<file path="config.mk">
export PLATFORM = sky130hd
export DESIGN_NAME = idmt_ctrl
export DESIGN_NICKNAME = d
export VERILOG_FILES = /design/src/rtl/idmt_pkg.sv /design/src/rtl/idmt_ctrl.sv
export SDC_FILE = /design/constraint.sdc
export NUM_CORES = 1
export LEC_CHECK = 0
export ABC_AREA = 1
export BUFFER_PORTS_ARGS = -buffer_cell sky130_fd_sc_hd__clkbuf_2
export CAP_MARGIN = 20
export CORE_AREA = 2 2 39 41
export DETAILED_ROUTE_END_ITERATION = 7
export DIE_AREA = 0 0 41 43
export SKIP_CTS_REPAIR_TIMING = 1
export SLEW_MARGIN = 20
export SYNTH_ARGS = -nofsm -noshare
export SYNTH_HDL_FRONTEND = slang
export SYNTH_SLANG_ARGS = --single-unit
</file>
<file path="constraint.sdc">
create_clock -name clk -period 0.9 [get_ports clk]
set_input_delay 0.09 -clock clk [delete_from_list [all_inputs] [get_ports clk]]
set_output_delay 0.09 -clock clk [all_outputs]
set_load 0.005 [all_outputs]
</file>
<file path="src/rtl/idmt_pkg.sv">
package idmt_pkg;

    localparam int ENTRIES_DEF = 64;
    localparam int WORD_W      = 64;
    localparam int KEY_W       = 6 * WORD_W;
    localparam int DIGEST_W    = 4 * WORD_W;
    localparam int STAMP_W     = WORD_W;

    localparam logic REQ_LOOKUP = 1'b0;
    localparam logic REQ_INSERT = 1'b1;

    typedef struct packed {
        logic        req_type;
        logic [63:0] source_tag;
        logic [63:0] file_length;
        logic [63:0] vol_serial;
        logic [63:0] file_id_low;
        logic [63:0] file_id_high;
        logic [63:0] write_time;
        logic [63:0] digest_in_w0;
        logic [63:0] digest_in_w1;
        logic [63:0] digest_in_w2;
        logic [63:0] digest_in_w3;
        logic [63:0] now_ms;
    } req_t;

    typedef struct packed {
        logic        hit;
        logic [63:0] digest_out_w0;
        logic [63:0] digest_out_w1;
        logic [63:0] digest_out_w2;
        logic [63:0] digest_out_w3;
        logic        evicted;
        logic [5:0]  slot_index;
        logic [6:0]  occupied_count;
    } rsp_t;

    typedef enum logic [1:0] {
        ST_IDLE,
        ST_SCAN,
        ST_READ_DIGEST,
        ST_COMMIT
    } state_t;

    // controller to datapath
    typedef struct packed {
        logic start;
        logic scan;
        logic digest_rd;
        logic commit;
    } cmd_t;

    // datapath to controller
    typedef struct packed {
        logic hit_now;
        logic scan_done;
        logic res_free;
        logic is_lookup;
    } sts_t;

    function automatic logic [KEY_W-1:0] key_of(input req_t r);
        key_of = {r.write_time, r.file_id_high, r.file_id_low,
                  r.vol_serial, r.file_length, r.source_tag};
    endfunction

    function automatic logic [DIGEST_W-1:0] digest_of(input req_t r);
        digest_of = {r.digest_in_w3, r.digest_in_w2, r.digest_in_w1, r.digest_in_w0};
    endfunction

endpackage

</file>
<file path="src/rtl/idmt_ctrl.sv">
module idmt_ctrl (
    input  logic               clk,
    input  logic               rst_n,
    input  logic               req_valid,
    output logic               req_ready,
    input  idmt_pkg::sts_t     sts,
    output idmt_pkg::cmd_t     cmd
);

    idmt_pkg::state_t state_reg;
    idmt_pkg::state_t state_next;

    always_ff @(posedge clk or negedge rst_n)
    begin
        if (!rst_n)
        begin
            state_reg <= idmt_pkg::ST_IDLE;
        end
        else
        begin
            state_reg <= state_next;
        end
    end

    always_comb
    begin
        state_next = state_reg;
        case (state_reg)
            idmt_pkg::ST_IDLE:
            begin
                if (req_valid)
                begin
                    state_next = idmt_pkg::ST_SCAN;
                end
            end
            idmt_pkg::ST_SCAN:
            begin
                if (sts.hit_now)
                begin
                    state_next = sts.is_lookup ? idmt_pkg::ST_READ_DIGEST
                                               : idmt_pkg::ST_COMMIT;
                end
                else if (sts.scan_done)
                begin
                    state_next = idmt_pkg::ST_COMMIT;
                end
            end
            idmt_pkg::ST_READ_DIGEST:
            begin
                state_next = idmt_pkg::ST_COMMIT;
            end
            idmt_pkg::ST_COMMIT:
            begin
                if (sts.res_free)
                begin
                    state_next = idmt_pkg::ST_IDLE;
                end
            end
            default:
            begin
                state_next = idmt_pkg::ST_IDLE;
            end
        endcase
    end

    always_comb
    begin
        req_ready     = 1'b0;
        cmd           = '0;
        case (state_reg)
            idmt_pkg::ST_IDLE:
            begin
                req_ready = 1'b1;
                cmd.start = req_valid;
            end
            idmt_pkg::ST_SCAN:
            begin
                cmd.scan = 1'b1;
            end
            idmt_pkg::ST_READ_DIGEST:
            begin
                cmd.digest_rd = 1'b1;
            end
            idmt_pkg::ST_COMMIT:
            begin
                cmd.commit = sts.res_free;
            end
            default:
            begin
                req_ready = 1'b0;
            end
        endcase
    end

endmodule

</file>
* Yosys cells after proc, flatten, opt, wreduce, memory -nomap -nowiden
Cells that the tools add are included.
** Word-level totals
- Register bits :: 2
- Logic and storage cells :: 20
** Operators by class
- Mux-type cells :: 11
- Equality and inequality tests :: 6
- Reductions and logical operators :: 2
** Operators by type and width (number)
- 2-to-1 mux 2 bit :: 4
- case mux 2 bit (4 select lines) :: 1
- 2-to-1 mux 1 bit :: 6
- == test 2 bit, second input constant :: 2
- != test 2 bit, second input constant :: 2
- != test 3 bit, second input constant :: 1
- AND reduction 3 bit :: 1
- == test 2 x 1 -> 1 bit, second input constant :: 1
- zero test 2 bit :: 1

* Longest topological paths before layout
Gate-level depths: netlist (run 1).
- Depth after elaboration :: 3
- Depth in mapped cells :: 7
- Mapped depth without buffers :: 7

* Worst setup path before layout (run 1)
OpenSTA, ideal clock, no wires.
- Path type :: flip-flop to flip-flop
- From :: register state_reg[0]
- To :: register state_reg[0]
- Arrival :: 0.960 ns
- Setup slack :: -0.178 ns
- Library setup time :: 0.117 ns
- Path buffers :: 0
- Stages on the path, launching flop included :: 6
- Cell sequence :: dfrtp_1 > inv_1 > ha_1 > o21bai_1 > nand3_1 > nand2_1
** On the way
- Longest elaborated chain between the ends :: 3
** RTL lines
- from (decl) :: RTL line idmt_ctrl.sv:10 : idmt_pkg::state_t state_reg;
- from (signal assigned) :: RTL line idmt_ctrl.sv:17 : state_reg <= idmt_pkg::ST_IDLE;
- from (signal assigned) :: RTL line idmt_ctrl.sv:21 : state_reg <= state_next;
- == test 2 x 1 -> 1 bit, or another cell as far along :: RTL line idmt_ctrl.sv:28 : case (state_reg)
- != test 3 bit (no source line) / != test 2 bit (equally long branches)
- AND reduction 3 bit (no source line)
Several ways; a longest one is shown, not always the timed one.
A chain may end at the register's enable or synchronous reset.

==> metrics.yaml, run 1 <==
outcome:
  status: "finished, violations left"
  violations: "setup timing"
clocking:
  h-tree-depth: 1
  cts_made_buffers: 3
  cts.clk_slew.worst_paths_ns: 0.03
  cts_buffer_depth: 2
  cts_tree: "built"
  clk_latency_ns: 0.22
  numClockSinks: 2
  root_buffer: "clkbuf_4"
place:
  port_buffers: 11
  gp_congestion: 0.630
  dp_hpwl_um: 393
drt:
  firstDrtPassIters: 2
  drtAntennaViolNets: 0
  routed_wl_um: 544
  routedWlPerCell_um: 8.00
  vias: 252
  routed_via_density: 3.71
  drt_iter0_drc: 1
  drc_errors: 0
timing:
  setup-tns-final_ns: -1.65
  period_minus_slack_ns: 1.18
  hold_viol_final: 0
  finalMaxSlewViolations: 0
  max_freq_mhz: 845
  fin_crit_sh_pct: 131
  hold_ws_ns: 0.181
  max-slew-margin-rel_pct: 89.5
  fin_ws_ns: -0.283
  worstMarginPinSlew_ns: 0.158
  rsz0062_at_grt: "yes"
  clock_skew_ns: 0.000766
  setup_viol: 7
global_route:
  grt_pass1_vias: 187
  grt_use_total_pct: 5.62
  grt_first_pass_wirelength_um: 627
  grt_max_degree: 6
  antenna_found_initial: 0
  gr-total-overflow: 0
critical_path:
  cp_data_arrival_time_ns: 1.09
  reg2reg_slack_ns: -0.19
  r2r_start: "state_reg[0]"
  rr_worst_depth: 7
  crit_type: "reg2out"
  cp-start-kind: "register"
  critPathCaptureType: "output port"
  reg2reg_to: "state_reg[1]"
  crit_fanout: 5
  crit_required_ns: 0.81
cells_and_area:
  antenna_cells: 0
  syn_to_final_growth_pct: 94.1
  fillers: 162
  drive_gt1_share_pct: 61.5
  utilization_pct: 29.8
  largest_reg_flops: 2
  nets: 65
die:
  core_mm2: 0.00138
  dieArea_mm2: 0.00176
  num_rows: 14
  initial_core_util_pct: 15.4
  pin_count: 12
  fp.dieH_um: 43
  die_w_um: 41
logic_synthesis:
  ys_ff_latch: 2
  netlist_area_um2: 213
  synth_cell_types: 9
  syn_nets: 42
  yosysWarnings: 0
  syn_inst: 31
  ys_seq_area_share_pct: 23.5
  syn_avg_cell_area_um2: 6.86
flow_run:
  maxCapViolations: 0
hold_path:
  min_path_type: "in2async"
power:
  powerDensity_mw_per_mm2: 3260
  peakVddDrop_v: 0.000954
  leakagePower_uw: 0.000235
[layout make-up]
cell class                      count  area (µm²)  share of cell area (%)
Sequential cell                     2        51.3                    12.4
Clock buffer                        3        22.5                    5.45
Tap cell                           16        20.0                    4.85
Timing Repair Buffer               18         114                    27.6
Inverter                            7        28.8                    6.97
Multi-Input combinational cell     22         176                    42.7
[synthesized netlist by cell type]
master    count  area [µm²]
dfrtp_1       2        50.1
nand2_2       4        25.0
inv_2         1        3.75
nand3_1       4        20.0
nand2_1       8        30.0
o21bai_1      1        7.51
ha_1          4        50.1
inv_1         6        22.5
nor2_1        1        3.75
[worst max-delay path: stages (launching register included)]
cell and delay [ns]:
dfrtp_2 0.45, inv_4 0.09, ha_4 0.14, nand2_1 0.05, inv_1 0.04, clkbuf_2 0.10
[stage by stage]
step / setup slack, ns / instances / power, µW / instance area, µm²
floorplan: -0.149 / 31 / 591 / 215
global placement: -0.222 / 62 / 892 / 320
detailed placement: -0.237 / 62 / 901 / 320
CTS: -0.380 / 65 / 1120 / 343
global route: -0.336 / 68 / 1480 / 413
finish: -0.283 / 68 / 1350 / 413
[cells in the final DEF (no fill, tap or decap), drive strengths merged]
| cell type | count |
|---|---|
| nand2 | 12 |
| o21bai | 1 |
| nand3 | 4 |
| nor2 | 1 |
| ha | 4 |
| dlygate4sd3 | 1 |
| inv | 7 |
| clkbuf | 14 |
| buf | 6 |
| dfrtp | 2 |
[logic make-up after synthesis]
family / after synthesis / synth area share [%]
AO/OA/AOI/OAI: 1 / 3.53
buffers and inverters: 7 / 12.4
flip-flops: 2 / 23.5
AND/OR/NAND/NOR: 17 / 37.1
adder cells (fa/ha/maj): 4 / 23.5
[power by group]
| group | total (µW) | internal [µW] | switching [µW] | leakage, µW |
|---|---|---|---|---|
| combinational | 920 | 503 | 417 | 0.000199 |
| clock | 195 | 147 | 48.6 | 0.0000138 |
| sequential | 230 | 147 | 82.9 | 0.0000228 |
| total | 1350 | 797 | 549 | 0.000235 |
[routing by layer]
metal	vias to the layer above	global-route usage, %	share of wire, %
met4	0	6.00	0
met1	112	5.47	34
met3	0	1.57	5.7
li1	134	-	-
met2	6	8.44	60
met5	-	0	0
[worst max path at each step]
stage / from / endpoint / slack (ns) / depth (start not counted)
after global routing: state_reg[1] / cmd[3] / -0.34 / 5
after global placement: state_reg[1] / state_reg[1] / -0.22 / 7
after CTS: state_reg[1] / cmd[2] / -0.38 / 4
final: state_reg[0] / cmd[3] / -0.28 / 5
after floorplan: state_reg[0] / state_reg[1] / -0.15 / 7
after detailed placement: state_reg[1] / state_reg[1] / -0.24 / 7
(Power assumes the default switching activity.)
==> inputs of run 2 (changes only) <==
--- a/config.mk
+++ b/config.mk
@@ -5,7 +5,6 @@
 export SDC_FILE = /design/constraint.sdc
 export NUM_CORES = 1
 export LEC_CHECK = 0
-export ABC_AREA = 1
 export BUFFER_PORTS_ARGS = -buffer_cell sky130_fd_sc_hd__clkbuf_2
 export CAP_MARGIN = 20
 export CORE_AREA = 2 2 39 41
==> run 2 against run 1 <==
Net effect:
- the run still ends with setup timing left
- cell count fell by 18%
- clock-buffer cell count did not move
- cell area fell by 7.9%
- sequential share of layout area rose by 0.73 points
- synthesized cell count fell by 39%
- combinational power fell by 14%
- routed wire length fell by 21%
- critical endpoint is now state_reg[1]
- largest power group unchanged
==> metrics.yaml, run 2 <==
global_route:
  antenna_found_initial: 0
  gr-total-overflow: 0
  grt_max_degree: 5
  grt_use_total_pct: 6.03
  grt_pass1_vias: 189
  grt_first_pass_wirelength_um: 669
critical_path:
  crit_end: "state_reg[1]"
  cp-start-kind: "register"
  crit_required_ns: 1.00
  crit_type: "reg2reg"
  max_stage_delay_ns: 0.40
  crit_start: "state_reg[0]"
  worst-path-buf-inv: 1
  crit_fanout: 3
  cp.depth: 5
  reg2reg_to: "state_reg[1]"
  cp_data_arrival_time_ns: 1.55
  slowest_stage: "dfrtp_1"
  critPathCaptureType: "register"
  reg2reg_slack_ns: -0.55
  path_cells: "inv_2 > ha_2 > and2b_1 > nor3_2 > mux2_1"
  critical-path-top-delay-family: "flip-flops"
  r2r_start: "state_reg[0]"
  rr_worst_depth: 5
logic_synthesis:
  syn_nets: 30
  synthAdderAreaFrac_pct: 26.3
  synth_area_leaders: "dfrtp_1 26%, ha_1 26%, and2_1 6.6%"
  synth_mux_area_share_pct: 5.92
  synth-edff-count: 0
  synth_flop_cell: "dfrtp_1"
  synth_compound_area_share_pct: 12.5
  ys_ff_latch: 2
  yosysWarnings: 0
  synthArstFlopShare_pct: 100
  synth_top_family_by_area: "adder cells"
  syn_inst: 19
  synth_largest_area_cell: "dfrtp_1"
  synthSimpleGateAreaFrac_pct: 25.0
  yosysMostFrequentCell: "ha_1"
  ys_seq_area_share_pct: 26.3
  synth_cell_types: 13
  synth_top_area_share_pct: 26.3
  netlist_area_um2: 190
  synthTopCellsByCount: "4 x ha_1, 2 x and2_1, 2 x dfrtp_1, 2 x inv_1"
  syn_avg_cell_area_um2: 10.0
  synthXorXnorAreaFrac_pct: 0
timing:
  finalMaxSlewViolations: 0
  hold_viol_final: 0
  period_minus_slack_ns: 1.45
  setup_viol: 7
  clock_skew_ns: 0.000775
  fin_crit_sh_pct: 162
  setup-tns-final_ns: -2.45
  max-slew-margin-rel_pct: 85.2
  fin_ws_ns: -0.554
  max_freq_mhz: 688
  hold_ws_ns: 0.182
  worstMarginPinSlew_ns: 0.222
  rsz0062_at_grt: "yes"
power:
  p_switching_uw: 420
  comb_power_share_pct: 66.6
  peakVddDrop_v: 0.00114
  swShare_pct: 35.2
  clockPowerShare_pct: 16.3
  finalPower_uw: 1190
  leakagePower_uw: 0.000192
  pwr-share-seq_pct: 17.1
  powerDensity_mw_per_mm2: 3130
  p_int_uw: 771
place:
  gp_congestion: 0.612
  placed_cell_area_um2: 308
  place_ws_ns: -0.571
  port_buffers: 11
drt:
  vias: 207
  routed_wl_um: 432
  drtAntennaViolNets: 0
  drt_iter0_drc: 0
  drc_errors: 0
  firstDrtPassIters: 1
  routedWlPerCell_um: 7.71
  routed_via_density: 3.70
die:
  fp.dieH_um: 43
  num_rows: 14
  initial_core_util_pct: 13.7
  dieArea_mm2: 0.00176
  die_w_um: 41
  pin_count: 12
  core_mm2: 0.00138
clocking:
  numClockSinks: 2
  cts_made_buffers: 3
  cts.clk_slew.worst_paths_ns: 0.03
  cts_tree: "built"
  clk_latency_ns: 0.22
  h-tree-depth: 1
  cts_buffer_depth: 2
  root_buffer: "clkbuf_4"
outcome:
  violations: "setup timing"
  status: "finished, violations left"
flow_run:
  maxCapViolations: 0
cells_and_area:
  antenna_cells: 0
  largest_reg_flops: 2
  nets: 53
  final_area_um2: 380
  final_cell_mix: "10 x clkbuf_2, 5 x buf_4, 3 x ha_2, 3 x clkbuf_4"
  drive_gt1_share_pct: 72.5
  syn_to_final_growth_pct: 100
  final_common_cell: "clkbuf_2"
hold_path:
  min_path_type: "in2async"
run 2: cell count changes in the layout (fill, tap and decap cells not counted), sizes merged, moves of 2 or more:
cell / delta
nand3: -4
and2: +2
nand2: -11
inv: -5
run 2: power by group through the flow:
stage,clock (µW),sequential (µW),combinational [µW]
2_1_floorplan,0,186,353
3_3_place_gp,0,194,664
3_5_place_dp,0,198,675
4_1_cts,211,197,679
5_1_grt,218,207,911
6_report,194,204,793
run 2: worst min path at each step:
stage	slack (ns)	to
floorplan	-0.21	state_reg[0]
global placement	-0.12	state_reg[1]
detailed placement	-0.12	state_reg[1]
CTS	-0.36	state_reg[1]
global route	0.20	state_reg[0]
finish	0.18	state_reg[1]
run 2: metal layers:
| metal | track usage [%] | part of all wire (%) |
|---|---|---|
| met2 | 8.44 | 52 |
| met1 | 5.81 | 39 |
| met4 | 6.00 | 0 |
| met5 | 0 | 0 |
| met3 | 3.14 | 8.6 |
run 2: cell type report:
| class | count | area [µm²] |
|---|---|---|
| tap | 16 | 20.0 |
| multi-input combinational | 15 | 160 |
| clock buffer | 3 | 22.5 |
| sequential | 2 | 50.0 |
| inverter | 2 | 7.51 |
| timing repair buffer | 18 | 120 |
| fill | 157 | 1000 |
run 2: kinds of logic after synthesis:
kind of cell | count (synthesis)
simple gates | 7
buf+inv | 2
mux | 1
compound gates | 3
fa+ha+maj | 4
flops | 2
run 2: stage by stage:
step / util, % / instances
finish: 27.5 / 56
global route: 27.5 / 56
CTS: 23.9 / 54
detailed placement: 22.2 / 51
global placement: 22.2 / 51
floorplan: - / 19
